**config.mk**
```make
export PLATFORM = sky130hd
export DESIGN_NAME = lrcp_queue
export DESIGN_NICKNAME = d
export VERILOG_FILES = /design/src/design/lrcp_pkg.sv /design/src/design/lrcp_queue.sv
export SDC_FILE = /design/constraint.sdc
export NUM_CORES = 1
export LEC_CHECK = 0
export BUFFER_PORTS_ARGS = -buffer_cell sky130_fd_sc_hd__buf_2
export CORE_ASPECT_RATIO = 0.7
export CORE_MARGIN = 3
export CORE_UTILIZATION = 28
export DETAILED_ROUTE_END_ITERATION = 10
export GPL_TIMING_DRIVEN = 0
export SYNTH_ARGS = -nofsm -noshare
export SYNTH_HDL_FRONTEND = slang
export SYNTH_SLANG_ARGS = --single-unit
```
**constraint.sdc**
```tcl
create_clock -name clock -period 4.6 [get_ports clock]
set_clock_uncertainty 0.05 [all_clocks]
set_input_delay 0.92 -clock clock [delete_from_list [all_inputs] [get_ports clock]]
set_output_delay 0.92 -clock clock [all_outputs]
set_load 0.02 [all_outputs]
```
**src/design/lrcp_pkg.sv**
```systemverilog
`timescale 1ns / 1ps
// ----------------------------------------------------------------------------
// lrcp_pkg: shared types and constants for the lidar ring/column projection
// Field widths, quadrant codes, the CORDIC arctangent table in turns and the
// transaction types passed between the front end, the queue and the back end.
// ----------------------------------------------------------------------------
package lrcp_pkg;

   localparam int XY_W        = 24;
   localparam int RING_OUT_W  = 6;
   localparam int COL_W       = 12;
   localparam int WIDTH_W     = 13;
   localparam int CORDIC_STEPS = 28;
   localparam int STEP_W      = 5;
   localparam int CORDIC_W    = 28;
   localparam int ACC_W       = 32;
   localparam int QUEUE_DEPTH = 4;
   localparam int QUEUE_AW    = 2;
   localparam int QUEUE_CW    = 3;

   localparam logic [RING_OUT_W-1:0] RING_OUT_MAX = 6'd63;
   localparam logic [COL_W-1:0]      COL_MAX      = 12'd4095;
   localparam logic [WIDTH_W-1:0]    WIDTH_RESET  = 13'd2083;
   localparam logic [ACC_W-1:0]      HALF_TURN    = 32'h8000_0000;

   typedef enum logic [2:0] {
      QUAD_NONE = 3'd0,
      QUAD_1    = 3'd1,
      QUAD_2    = 3'd2,
      QUAD_3    = 3'd3,
      QUAD_4    = 3'd4
   } quad_type;

   localparam logic [ACC_W-1:0] ATAN_TURNS [CORDIC_STEPS] = '{
      32'h20000000, 32'h12E4051E, 32'h09FB385B, 32'h051111D4, 32'h028B0D43,
      32'h0145D7E1, 32'h00A2F61E, 32'h00517C55, 32'h0028BE53, 32'h00145F2F,
      32'h000A2F98, 32'h000517CC, 32'h00028BE6, 32'h000145F3, 32'h0000A2F9,
      32'h0000517C, 32'h000028BE, 32'h0000145F, 32'h00000A2F, 32'h00000517,
      32'h0000028B, 32'h00000145, 32'h000000A2, 32'h00000051, 32'h00000028,
      32'h00000014, 32'h0000000A, 32'h00000005
   };

   typedef struct packed {
      logic signed [XY_W-1:0] x;
      logic signed [XY_W-1:0] y;
      logic [RING_OUT_W-1:0]  ring;
      logic                   origin;
   } point_type;

   typedef struct packed {
      logic signed [CORDIC_W-1:0] x;
      logic signed [CORDIC_W-1:0] y;
      logic [ACC_W-1:0]           acc;
      logic [RING_OUT_W-1:0]      ring;
      logic                       origin;
   } vec_type;

   // One vectoring step: rotate toward y = 0, accumulate the angle in turns.
   function automatic vec_type cordic_step(vec_type s, logic [STEP_W-1:0] idx);
      vec_type r;
      logic signed [CORDIC_W-1:0] xs;
      logic signed [CORDIC_W-1:0] ys;
      r  = s;
      xs = s.x >>> idx;
      ys = s.y >>> idx;
      if (!s.y[CORDIC_W-1]) begin
         r.x   = s.x + ys;
         r.y   = s.y - xs;
         r.acc = s.acc + ATAN_TURNS[idx];
      end else begin
         r.x   = s.x - ys;
         r.y   = s.y + xs;
         r.acc = s.acc - ATAN_TURNS[idx];
      end
      return r;
   endfunction

endpackage

```
**src/design/lrcp_queue.sv**
```systemverilog
`timescale 1ns / 1ps
// ----------------------------------------------------------------------------
// lrcp_queue: short transaction queue between front and back end
// Small circular buffer so that each side can stall on its own.
// ----------------------------------------------------------------------------
module lrcp_queue
   import lrcp_pkg::*;
(
   input  logic      clock,
   input  logic      reset,
   input  logic      push_valid,
   output logic      push_ready,
   input  point_type push_data,
   output logic      pop_valid,
   input  logic      pop_ready,
   output point_type pop_data
);

   point_type             store_ff [QUEUE_DEPTH];
   logic [QUEUE_AW-1:0]   wr_ptr_ff, wr_ptr_in;
   logic [QUEUE_AW-1:0]   rd_ptr_ff, rd_ptr_in;
   logic [QUEUE_CW-1:0]   count_ff, count_in;
   logic                  push, pop;

   assign push_ready = (count_ff != QUEUE_CW'(QUEUE_DEPTH));
   assign pop_valid  = (count_ff != '0);
   assign pop_data   = store_ff[rd_ptr_ff];
   assign push       = push_valid && push_ready;
   assign pop        = pop_valid && pop_ready;

   always_comb begin
      wr_ptr_in = push ? wr_ptr_ff + QUEUE_AW'(1) : wr_ptr_ff;
      rd_ptr_in = pop ? rd_ptr_ff + QUEUE_AW'(1) : rd_ptr_ff;
      count_in  = count_ff;
      if (push && !pop) begin
         count_in = count_ff + QUEUE_CW'(1);
      end else if (pop && !push) begin
         count_in = count_ff - QUEUE_CW'(1);
      end
   end

   always_ff @(posedge clock) begin
      if (reset) begin
         wr_ptr_ff <= '0;
         rd_ptr_ff <= '0;
         count_ff  <= '0;
      end else begin
         wr_ptr_ff <= wr_ptr_in;
         rd_ptr_ff <= rd_ptr_in;
         count_ff  <= count_in;
      end
   end

   always_ff @(posedge clock) begin
      if (push) begin
         store_ff[wr_ptr_ff] <= push_data;
      end
   end

endmodule

```
==> impl_metrics.py <==
metrics = {
    "floorplan": {
        "coreArea_um2": 29300,
        "fp-row-count": 52,
        "initial_core_util_pct": 28.9,
        "die_w_um": 214,
        "pin_count": 116,
        "die-area_um2": 32400,
        "die_h_um": 152,
    },
    "layout": {
        "nets": 540,
        "layout_commonest_cell": "edfxtp_1",
        "antenna_cells": 0,
        "final_cell_mix": "edfxtp_1, buf_2, mux4_2",
        "syn2layout_area_growth_pct": 22.2,
        "fillers": 2700,
        "multi_input_area_um2": 1540,
        "seq_area_um2": 6790,
        "drive_gt1_share_pct": 43.7,
    },
    "placed_design": {
        "port-buffer-count": 114,
        "hpwl_um": 9980,
        "pre_cts_ws_ns": 1.78,
        "place.gp.congestion": 0.709,
    },
    "worst_setup_path": {
        "worst-path-stages": 4,
        "cpLargestDelayFamily": "buffers and inverters",
        "r2r_slack_ns": 2.22,
        "crit_path_top_delay_cell": "buf_2",
        "crit_type": "reg -> out",
        "crit_top_cell": "buf_2",
        "crit_path_end_kind": "output pin",
        "worstPathMaxFanout": 10,
        "cp_cell_sequence": "clkbuf_2 -> buf_2 -> mux4_2 -> buf_2",
        "r2r_cells": 8,
        "r2r-start": "count_ff[0]$_SDFFE_PP0P_",
        "cp.arrival_ns": 2.03,
        "slowest_delay_ns": 0.38,
        "worstSetupEndpoint": "pop_data[27]",
        "reg2reg_to": "count_ff[2]$_SDFFE_PP0P_",
        "critPathBufInv": 3,
        "critical_path.startpoint_type": "flop",
        "critPathRequiredTime_ns": 3.63,
    },
    "sta": {
        "setup_viol": 0,
        "finalHoldViolCount": 0,
        "setup_ws_ns": 1.60,
        "setup_tns_ns": 0,
        "tightest_slew_ns": 0.961,
        "finalMaxSlewViolations": 0,
        "period_minus_slack_ns": 3.00,
        "post-route-period-util_pct": 65.3,
        "max_freq_mhz": 333,
        "maxSlewHeadroom_pct": 35.9,
        "rsz0062_at_grt": "no",
    },
    "synth": {
        "synth_seq_area_share_pct": 80.1,
        "ys_types": 25,
        "synth_area_um2": 8470,
        "synth_top_area_cell": "edfxtp_1",
        "synthCells": 335,
        "syn-num-nets": 400,
        "ys_ff_latch": 229,
        "avgSynthCellArea_um2": 25.3,
        "synthTopCellsByArea": "edfxtp_1, mux4_2, dfxtp_1",
        "ys.warnings.count": 0,
        "synth.top_cell.area_share_pct": 78.0,
    },
    "routing": {
        "ant_nets": 0,
        "routedWlPerCell_um": 18.1,
        "routed-via-count": 3807,
        "drc": 0,
        "firstDrtPassIters": 4,
        "wirelength_um": 16200,
        "vias_per_cell": 4.24,
        "first_iter_violations": 163,
    },
    "clock_network": {
        "cts_root_buf": "clkbuf_16",
        "post-cts-setup-buffers": 0,
        "clock_latency_ns": 0.52,
        "cts_buffer_depth": 3,
        "numCtsBuffers": 23,
        "cts-resized-gates": 0,
        "clk_pin_slew_worst_paths_ns": 0.06,
        "postCtsHoldBufs": 0,
        "cts.sinks": 229,
        "cts_tree": "built",
        "htree_levels": 1,
    },
    "global_route": {
        "track_usage_pct": 9.97,
        "grt_pass1_wl_um": 24300,
        "grt_overflow": 0,
        "grt_start_max_net_pins": 56,
        "grt_pass1_vias": 4249,
        "antenna_found_initial": 0,
    },
    "power_and_ir_drop": {
        "leakagePower_uw": 0.00344,
        "power_density_nw_per_um2": 584,
        "peakVddDrop_uv": 359,
    },
    "worst_hold_path": {
        "hp-class": "reg -> reg",
    },
    "run": {
        "cap_violations": 0,
    },
    "status": {
        "status": "complete, no violations",
    },
}
[cell type report]
class	count	area share, %
clock inverters	14	1.70
multi-input cells	90	14.9
repair buffers	115	5.71
clock buffers	28	5.74
inverters	3	0.109
flip-flops and latches	229	65.6
plain buffers	13	1.40
well taps	405	4.90
[worst min path at each step]
stage | from | cells past startpoint | slack [ns] | to
floorplan | wr_ptr_ff[1]$_SDFFE_PP0P_ | 2 | 0.43 | wr_ptr_ff[1]$_SDFFE_PP0P_
global route | wr_ptr_ff[1]$_SDFFE_PP0P_ | 2 | 0.50 | wr_ptr_ff[1]$_SDFFE_PP0P_
detailed placement | rd_ptr_ff[0]$_SDFFE_PP0P_ | 2 | 0.47 | rd_ptr_ff[0]$_SDFFE_PP0P_
finish | rd_ptr_ff[0]$_SDFFE_PP0P_ | 2 | 0.48 | rd_ptr_ff[0]$_SDFFE_PP0P_
global placement | wr_ptr_ff[1]$_SDFFE_PP0P_ | 2 | 0.45 | wr_ptr_ff[1]$_SDFFE_PP0P_
CTS | wr_ptr_ff[1]$_SDFFE_PP0P_ | 2 | 0.49 | wr_ptr_ff[1]$_SDFFE_PP0P_
[flip-flops by register name (all words and copies together), names as in the netlist, named ones only]
register	cells
store_ff	220
count_ff	3
rd_ptr_ff	2
wr_ptr_ff	2
[worst reg2reg max path, cell delays in order (launching register included)]
cell	delay (ns)
dfxtp_1	0.45
nor2_1	0.10
a21boi_2	0.34
ha_1	0.27
inv_1	0.07
fa_1	0.38
xor2_1	0.18
or3_1	0.31
a21oi_1	0.16
[layer usage]
layer / GRT usage [%] / routed length (µm) / vias up
met3: 2.98 / 873 / 26
met5: 0 / 0 / -
li1: - / - / 1704
met1: 12.1 / 6770 / 1996
met4: 2.71 / 374 / 0
met2: 17.4 / 8180 / 81
[where the power goes]
group	internal, µW	leakage [µW]	switching [µW]
clock network	1150	0.000367	756
registers	2530	0.00209	63.0
logic	676	0.000985	870
total	4360	0.00344	1690
[Yosys cell counts, drive strengths merged]
cell type,number
edfxtp,220
buf,11
o21ai,1
o311ai,1
mux2i,2
or3,2
inv,3
and2,4
fa,1
mux2,1
o31ai,1
mux4,55
clkbuf,2
nor2,8
nand2b,2
ha,5
dfxtp,9
a21boi,1
xor2,4
nand2,1
a21oi,1
[stage by stage]
step / hold slack (ns) / total power (µW) / utilization, % / cells / instance area, µm²
after floorplan: 0.432 / 3740 / - / 335 / 8470
after global placement: 0.447 / 4210 / 32.5 / 854 / 9550
after detailed placement: 0.472 / 4240 / 32.6 / 855 / 9580
after CTS: 0.490 / 6160 / 35.3 / 897 / 10300
after global routing: 0.504 / 6330 / 35.3 / 897 / 10300
final: 0.485 / 6050 / 35.3 / 897 / 10300
[kinds of logic (layout without fill, tap and decap cells)]
| family | count (synthesis) | count (layout) | share of synthesized area [%] |
|---|---|---|---|
| DFF | 229 | 229 | 80.1 |
| muxes | 58 | 58 | 15.2 |
| and+or+nand+nor | 17 | 17 | 0.990 |
| buffers and inverters | 16 | 173 | 1.85 |
| adders and majority gates | 6 | 6 | 0.975 |
| AOI/OAI and AO/OA | 5 | 5 | 0.443 |
| xor gates and xnor gates | 4 | 4 | 0.414 |
Power figures use the tool's default switching activity.
