`src/design/lrcp_pkg.sv`:
```
`timescale 1ns / 1ps
// ----------------------------------------------------------------------------
// lrcp_pkg: shared types and constants for the lidar ring/column projection
// Field widths, quadrant codes, the CORDIC arctangent table in turns and the
// transaction types passed between the front end, the queue and the back end.
// ----------------------------------------------------------------------------
package lrcp_pkg;

   localparam int XY_W        = 24;
   localparam int RING_OUT_W  = 6;
   localparam int COL_W       = 12;
   localparam int WIDTH_W     = 13;
   localparam int CORDIC_STEPS = 28;
   localparam int STEP_W      = 5;
   localparam int CORDIC_W    = 28;
   localparam int ACC_W       = 32;
   localparam int QUEUE_DEPTH = 4;
   localparam int QUEUE_AW    = 2;
   localparam int QUEUE_CW    = 3;

   localparam logic [RING_OUT_W-1:0] RING_OUT_MAX = 6'd63;
   localparam logic [COL_W-1:0]      COL_MAX      = 12'd4095;
   localparam logic [WIDTH_W-1:0]    WIDTH_RESET  = 13'd2083;
   localparam logic [ACC_W-1:0]      HALF_TURN    = 32'h8000_0000;

   typedef enum logic [2:0] {
      QUAD_NONE = 3'd0,
      QUAD_1    = 3'd1,
      QUAD_2    = 3'd2,
      QUAD_3    = 3'd3,
      QUAD_4    = 3'd4
   } quad_type;

   localparam logic [ACC_W-1:0] ATAN_TURNS [CORDIC_STEPS] = '{
      32'h20000000, 32'h12E4051E, 32'h09FB385B, 32'h051111D4, 32'h028B0D43,
      32'h0145D7E1, 32'h00A2F61E, 32'h00517C55, 32'h0028BE53, 32'h00145F2F,
      32'h000A2F98, 32'h000517CC, 32'h00028BE6, 32'h000145F3, 32'h0000A2F9,
      32'h0000517C, 32'h000028BE, 32'h0000145F, 32'h00000A2F, 32'h00000517,
      32'h0000028B, 32'h00000145, 32'h000000A2, 32'h00000051, 32'h00000028,
      32'h00000014, 32'h0000000A, 32'h00000005
   };

   typedef struct packed {
      logic signed [XY_W-1:0] x;
      logic signed [XY_W-1:0] y;
      logic [RING_OUT_W-1:0]  ring;
      logic                   origin;
   } point_type;

   typedef struct packed {
      logic signed [CORDIC_W-1:0] x;
      logic signed [CORDIC_W-1:0] y;
      logic [ACC_W-1:0]           acc;
      logic [RING_OUT_W-1:0]      ring;
      logic                       origin;
   } vec_type;

   // One vectoring step: rotate toward y = 0, accumulate the angle in turns.
   function automatic vec_type cordic_step(vec_type s, logic [STEP_W-1:0] idx);
      vec_type r;
      logic signed [CORDIC_W-1:0] xs;
      logic signed [CORDIC_W-1:0] ys;
      r  = s;
      xs = s.x >>> idx;
      ys = s.y >>> idx;
      if (!s.y[CORDIC_W-1]) begin
         r.x   = s.x + ys;
         r.y   = s.y - xs;
         r.acc = s.acc + ATAN_TURNS[idx];
      end else begin
         r.x   = s.x - ys;
         r.y   = s.y + xs;
         r.acc = s.acc - ATAN_TURNS[idx];
      end
      return r;
   endfunction

endpackage

```
`src/design/lrcp_front.sv`:
```
`timescale 1ns / 1ps
// ----------------------------------------------------------------------------
// lrcp_front: point classification and ring tracking
// Sorts each point into a quadrant, steps the ring down on a quadrant 4 to
// quadrant 1 crossing and hands the tagged point to the queue.
// ----------------------------------------------------------------------------
module lrcp_front
   import lrcp_pkg::*;
#(
   parameter int RING_COUNT = 64
) (
   input  logic                   clock,
   input  logic                   reset,
   input  logic                   req_valid,
   output logic                   req_ready,
   input  logic signed [XY_W-1:0] req_x_pos,
   input  logic signed [XY_W-1:0] req_y_pos,
   input  logic                   req_scan_start,
   output logic                   push_valid,
   input  logic                   push_ready,
   output point_type              push_data
);

   localparam int RING_W = (RING_COUNT > 1) ? $clog2(RING_COUNT) : 1;
   localparam logic [RING_W-1:0] RING_TOP = RING_W'(RING_COUNT - 1);

   logic [RING_W-1:0] ring_ff, ring_in;
   quad_type          last_quad_ff, last_quad_in;

   logic [RING_W-1:0] base_ring;
   quad_type          base_quad;
   quad_type          quad;
   logic              x_pos_gt0, x_neg, y_pos_gt0, y_neg;
   logic [8:0]        ring_wide;
   logic              accept;

   assign accept     = req_valid && push_ready;
   assign req_ready  = push_ready;
   assign push_valid = req_valid;

   assign x_neg     = req_x_pos[XY_W-1];
   assign y_neg     = req_y_pos[XY_W-1];
   assign x_pos_gt0 = !x_neg && (req_x_pos != '0);
   assign y_pos_gt0 = !y_neg && (req_y_pos != '0);

   always_comb begin
      if (x_pos_gt0 && !y_neg) begin
         quad = QUAD_1;
      end else if (!x_pos_gt0 && y_pos_gt0) begin
         quad = QUAD_2;
      end else if (x_neg && !y_pos_gt0) begin
         quad = QUAD_3;
      end else if (!x_neg && y_neg) begin
         quad = QUAD_4;
      end else begin
         quad = QUAD_NONE;
      end
   end

   always_comb begin
      base_ring = req_scan_start ? RING_TOP : ring_ff;
      base_quad = req_scan_start ? QUAD_NONE : last_quad_ff;
      ring_in   = base_ring;
      if (quad == QUAD_1 && base_quad == QUAD_4 && base_ring != '0) begin
         ring_in = base_ring - RING_W'(1);
      end
      last_quad_in = quad;
   end

   assign ring_wide = 9'(ring_in);

   always_comb begin
      push_data.x      = req_x_pos;
      push_data.y      = req_y_pos;
      push_data.origin = (quad == QUAD_NONE);
      push_data.ring   = (ring_wide > 9'(RING_OUT_MAX)) ? RING_OUT_MAX
                                                         : ring_wide[RING_OUT_W-1:0];
   end

   always_ff @(posedge clock) begin
      if (reset) begin
         ring_ff      <= RING_TOP;
         last_quad_ff <= QUAD_NONE;
      end else if (accept) begin
         ring_ff      <= ring_in;
         last_quad_ff <= last_quad_in;
      end
   end

endmodule

```
`config.mk`:
```
export PLATFORM = sky130hd
export DESIGN_NAME = lrcp_front
export DESIGN_NICKNAME = d
export VERILOG_FILES = /design/src/design/lrcp_pkg.sv /design/src/design/lrcp_front.sv
export SDC_FILE = /design/constraint.sdc
export NUM_CORES = 1
export LEC_CHECK = 0
export BUFFER_PORTS_ARGS = -buffer_cell sky130_fd_sc_hd__buf_4
export CORE_UTILIZATION = 40
export DETAILED_ROUTE_END_ITERATION = 6
export GPL_ROUTABILITY_DRIVEN = 0
export PLACE_DENSITY = 0.87
export SYNTH_ARGS = -nofsm -noshare
export SYNTH_HDL_FRONTEND = slang
export SYNTH_SLANG_ARGS = --single-unit
```
`constraint.sdc`:
```
create_clock -name clock -period 3.15 [get_ports clock]
set_input_delay 0.4725 -clock clock [delete_from_list [all_inputs] [get_ports clock]]
set_output_delay 0.4725 -clock clock [all_outputs]
set_load 0.005 [all_outputs]
```
==> results of run 1 <==
Yosys cell counts (all sizes together):
cell     number  area share, %
ha            2            2.2
nor4         10            5.9
and2          2            1.1
clkbuf        2           0.65
nand3         3            1.3
mux2i         3            2.6
o31a          1           0.75
o2111ai       1           0.75
o311a         1           0.86
o211a         1           0.86
or4           2            1.3
a31o          1           0.75
and3          1           0.54
or2           1           0.75
xnor2         3            2.3
nor3b         2            1.3
buf          52             33
and4b         1           0.86
a211oi        2            1.3
nor3          9            4.3
a21oi         4            1.7
nor2b         1           0.54
nand2b        1           0.54
nand2        10            3.4
o31ai         1           0.65
or3           2            1.1
nor2         21            7.0
dfxtp         9             15
a21boi        1           0.65
o21ai         3            1.3
a21bo         1           0.86
nand4         4            2.2
a2111oi       1            1.3
power groups by stage:
stage / clock (mW) / combinational [mW] / sequential (mW)
global placement: 0 / 0.139 / 0.122
finish: 0.101 / 0.140 / 0.120
global route: 0.105 / 0.152 / 0.120
floorplan: 0 / 0.0727 / 0.122
detailed placement: 0 / 0.141 / 0.122
CTS: 0.101 / 0.142 / 0.120
final cells by class:
type | instances | area, um2
flip-flops and latches | 9 | 180.2
fillers | 255 | 1104
well taps | 31 | 38.79
clock buffers | 4 | 26.28
repair buffers | 109 | 818.3
multi-input cells | 96 | 590.6
metal layers:
layer  global-route usage [%]  part of all wire (%)
met3                    6.744                    10
met4                    9.408                   2.1
met2                    35.97                    49
met5                        0                     0
met1                    23.86                    39
final timing paths:
| path | end | slack, ps | start |
|---|---|---|---|
| hold / removal | last_quad_ff[1] | 480 | reset |
| setup / recovery | push_data[4] | 610 | ring_ff[0] |
| setup reg to reg | ring_ff[0] | 1200 | ring_ff[0] |
| hold reg to reg | last_quad_ff[1] | 510 | last_quad_ff[1] |
kinds of logic after synthesis:
logic type / after synthesis / synth area share, %
XOR/XNOR: 3 / 2.258
AO/OA/AOI/OAI: 18 / 11.72
AND/OR/NAND/NOR: 70 / 32.04
adder cells (fa/ha/maj): 2 / 2.150
flip-flops: 9 / 15.48
buffers and inverters: 54 / 33.76
multiplexers: 3 / 2.581
cell usage in the layout (no fill, tap or decap), types with 2 or more instances in the layout:
master / n
clkbuf_4: 3
a21oi_1: 4
xnor2_1: 3
buf_4: 109
or3_1: 2
nand4_1: 4
and2_1: 2
o21ai_0: 3
a211oi_1: 2
mux2i_1: 3
or4_1: 2
dfxtp_1: 9
nand3_1: 3
nor2_1: 20
ha_1: 2
nor3_1: 8
nor4_1: 9
nand2_1: 9
nor3b_1: 2
sequential cells by signal, indices dropped and copies added, names as in the netlist:
name          count
last_quad_ff      3
ring_ff           6
==> impl_metrics.ini, run 1 <==
[timing]
skew_ps = 4.178
timing.final.crit_period_ps = 2536
setup_violations = 0
fin_hold_ws_ps = 481.1
max_slew_margin_pct = 74.03
fmax_mhz = 394.3
finalHoldViolCount = 0
finalMaxSlewViolations = 0
setup_ws_ps = 613.9
finalCritPeriodShare_pct = 80.51
setup_tns_ps = 0
rsz0062_at_grt = no
tightest_slew_ps = 389.2

[drt]
drt_iter0_drc = 29
drtAntennaViolNets = 0
drt-total-wl_mm = 3.383
first_pass_iters = 4
drc = 0
vias = 1287
wl_per_cell_um = 13.59
routed_via_density = 5.169

[logic_synthesis]
synthDistinctLibCells = 38
seq_area_frac_synth_pct = 15.48
synth-seq-cells = 9
yosysWarnings = 0
syn_nets = 214
synth.avg_cell_area_um2 = 7.318
synth_area_um2 = 1164
synthCells = 159

[cells_and_area]
drive_above_1_share_pct = 55.05
area_growth_pct = 42.15
final_cells = 249
final_core_util_pct = 59.98
design_area_um2 = 1654
antenna_cells = 0
final_nets = 274

[pwr]
p_seq_share_pct = 33.1
switching_share_pct = 29.15
p_per_area_nw_per_um2 = 218.6
ir_drop_v = 0.0002018
power_frac_comb_pct = 38.8
power.leakage_nw = 0.7655
intPower_mw = 0.2562
power.switching_mw = 0.1054
p_clk_share_pct = 28.0
p_total_mw = 0.3616

[floorplan]
die_y_um = 55.94
fp.dieW_um = 55.94
dieArea_um2 = 3129
core_um2 = 2758
io_pins = 110
initial_core_util_pct = 42.20
num_rows = 19

[placement]
hpwl_mm = 2.834
placed_cells = 245
dpl_cell_area_um2 = 1628
io_buffers = 109
dp_slack_ps = 717.0

[clocking]
htree_levels = 1
cts_tree = yes
cts_num_sinks = 9
post_cts_buffers = 0
cts-root-buf = clkbuf_4
clk_pin_slew_ps = 70
hold_buffers = 0
cts_resized = 0
numCtsBuffers = 3
cts_buffer_depth = 2
clkLatencyLatePin_ps = 280

[critical_path]
slowest_stage = dfxtp_1
crit_chain = nor2_1, ha_1, nor2b_1, nand3_1, nand2_2, nor3_1, mux2i_1, buf_4
cp.depth = 8
required_ps = 2680
cp_slowest_stage_delay_ps = 420
path_buf_inv = 1
startpoint_type = flop
cp_max_fo = 7
arrival_ps = 2060
r2r_cells = 7
criticalPathCategory = reg2out
path_delay_family = simple AND/OR/NAND/NOR gates
end_kind = output pin

[outcome]
status = finished clean

[global_routing]
grt_pass1_wl_mm = 5.292
grt-ovfl-total = 0
grt_pass1_vias = 1195
grt_max_degree = 16
antenna_found_initial = 0
grt_usage_pct = 21.03

[hold_path]
holdCritPathClass = in2reg
holdPathStages = 2

[run]
maxCapViolCount = 0
Note: power is estimated with default switching activity, not from simulation.
==> run 2, diff against run 1 <==
--- a/config.mk
+++ b/config.mk
@@ -5,11 +5,12 @@
 export SDC_FILE = /design/constraint.sdc
 export NUM_CORES = 1
 export LEC_CHECK = 0
+export ABC_AREA = 1
 export BUFFER_PORTS_ARGS = -buffer_cell sky130_fd_sc_hd__buf_4
-export CORE_UTILIZATION = 40
+export CORE_UTILIZATION = 38
 export DETAILED_ROUTE_END_ITERATION = 6
 export GPL_ROUTABILITY_DRIVEN = 0
-export PLACE_DENSITY = 0.87
+export PLACE_DENSITY = 0.81
 export SYNTH_ARGS = -nofsm -noshare
 export SYNTH_HDL_FRONTEND = slang
 export SYNTH_SLANG_ARGS = --single-unit
==> constraint.sdc (replaced) <==
create_clock -name clock -period 2.59 [get_ports clock]
set_input_delay 0.3885 -clock clock [delete_from_list [all_inputs] [get_ports clock]]
set_output_delay 0.3885 -clock clock [all_outputs]
set_load 0.005 [all_outputs]
==> impl_metrics.ini, run 2 <==
[outcome]
status = finished clean

[logic_synthesis]
yosys_most_used_dff = dfxtp_1
synth_common_cells = buf_4, nand2_1, nor2_1, dfxtp_1, inv_1
synth-seq-cells = 9
yosysTopAreaCell = buf_4
yosysTopAreaCellShare_pct = 29.88
synthDistinctLibCells = 32
seq_area_frac_synth_pct = 14.34
synthTopCellsByArea = buf_4, dfxtp_1, nand2_1, nor2_1, nor2_4
synth_edf_count = 0
syn_nets = 241
synth_area_um2 = 1256
yosysWarnings = 0
synthCells = 186
synth.avg_cell_area_um2 = 6.754
yosysMostFrequentCell = buf_4
async_reset_ff_share_pct = 0

[cells_and_area]
area_growth_pct = 40.54
design_area_um2 = 1765
final_common_cell = buf_4
final_nets = 303
antenna_cells = 0
drive_above_1_share_pct = 53.85
mostFrequentLayoutCells = buf_4, nand2_1, nor2_1, inv_1, dfxtp_1
seqCellArea_um2 = 180.2
top_regs = ring_ff: 6 flops, last_quad_ff: 3 flops
multi_input_area_um2 = 648.1
top_register = ring_ff
n_fill_cell = 324
largest_reg_flops = 6

[critical_path]
criticalPathCategory = reg2out
r2r_slack_ps = 1170
arrival_ps = 1710
r2r_cells = 9
startpoint_type = flop
required_ps = 2200
cp_slowest_stage_delay_ps = 330
slowest_stage = dfxtp_1
cp_max_fo = 5
end_kind = output pin
crit_chain = nor2_4, ha_1, nand2_1, nor2_4, nand2_4, nand4_4, nand2_1, and2_1, buf_4

[clocking]
cts_buffer_depth = 2
numCtsBuffers = 3
cts_num_sinks = 9
hold_buffers = 0
cts-root-buf = clkbuf_4
clk_pin_slew_ps = 60
htree_levels = 1
cts_resized = 0
cts_tree = yes
post_cts_buffers = 0
clkLatencyLatePin_ps = 260

[global_routing]
grt-ovfl-total = 0
grt_usage_pct = 18.66
grt_max_degree = 11
grt_pass1_vias = 1197
antenna_found_initial = 0
grt_pass1_wl_mm = 5.092

[timing]
setup_violations = 0
setup_ws_ps = 487.7
rsz0062_at_grt = no
finalHoldViolCount = 0
timing.final.crit_period_ps = 2102
finalCritPeriodShare_pct = 81.17
setup_tns_ps = 0
skew_ps = 7.756
max_slew_margin_pct = 79.79
finalMaxSlewViolations = 0
tightest_slew_ps = 300.4
fmax_mhz = 475.7

[floorplan]
dieArea_um2 = 3540
num_rows = 20
initial_core_util_pct = 40.48
die_y_um = 59.50
core_um2 = 3103
io_pins = 110
fp.dieW_um = 59.50

[drt]
routed_via_density = 4.361
vias = 1269
drtAntennaViolNets = 0
first_pass_iters = 4
drc = 0
drt_iter0_drc = 25
wl_per_cell_um = 11.16
drt-total-wl_mm = 3.247

[pwr]
p_per_area_nw_per_um2 = 262.9
ir_drop_v = 0.0001387
power.leakage_nw = 0.8896

[placement]
hpwl_mm = 2.902
dpl_cell_area_um2 = 1739
dp_slack_ps = 533.2
io_buffers = 109

[run]
maxCapViolCount = 0

[hold_path]
holdCritPathClass = in2reg
holdPathStages = 2
[run 2: cell count changes in the layout (fill, tap and decap cells not counted), moves of 3 or more]
cell / delta
nor4_1: -8
inv_1: +9
a21oi_1: +4
nand2_1: +22
nor2_2: +3
nor3_1: -7
nor2_1: +11
nor2_4: +5
mux2i_1: -3
[run 2: path summary, 6_finish.rpt]
check	from	endpoint
worst max-delay path	ring_ff[0]	push_data[4]
worst max register to register	ring_ff[0]	ring_ff[3]
worst min-delay path	reset	last_quad_ff[2]
worst min register to register	ring_ff[3]	ring_ff[3]
[run 2: cells by family (layout without fill, tap and decap cells)]
family | count (synthesis) | in the layout | share of synthesized area (%)
adder cells (fa/ha/maj) | 2 | 2 | 1.992
XOR/XNOR | 2 | 2 | 1.395
AND/OR/NAND/NOR | 95 | 95 | 41.14
AO/OA/AOI/OAI | 16 | 16 | 7.072
flip-flops | 9 | 9 | 14.34
buffers and inverters | 62 | 123 | 34.06
[run 2: area by class of cell]
class | count | share of cell area [%]
sequential | 9 | 10.21
tap | 44 | 3.118
clock buffer | 4 | 1.488
multi-input combinational | 115 | 36.71
inverter | 10 | 2.126
timing repair buffer | 109 | 46.35
[run 2: metrics by stage]
step	total power [mW]	hold slack (ps)	std cells	utilization (%)
floorplan	0.2702	464.1	186	-
global placement	0.3579	482.4	287	56.05
detailed placement	0.3619	481.6	287	56.05
CTS	0.4690	355.5	291	56.90
global route	0.4968	355.3	291	56.90
finish	0.4641	364.5	291	56.90
[run 2: where the power goes]
part | internal (mW) | switching, mW | total [mW]
clock | 0.0593 | 0.0474 | 0.107
combinational | 0.122 | 0.0813 | 0.203
sequential | 0.147 | 0.00730 | 0.154
[run 2: worst max-delay path, delay by kind of cell, from the launching register on]
family	cells	cell delay, ps
DFF	1	330
and+or+nand+nor	7	830
buffers and inverters	1	130
adders and majority gates	1	170
[run 2: metal layers]
metal | routed length, um | vias up | part of all wire, % | track usage [%]
li1 | - | 660 | - | -
met1 | 1217 | 558 | 37 | 19.00
met2 | 1838 | 51 | 57 | 39.49
met3 | 191 | 0 | 5.9 | 2.620
met4 | 0 | 0 | 0 | 2.990
met5 | 0 | - | 0 | 0
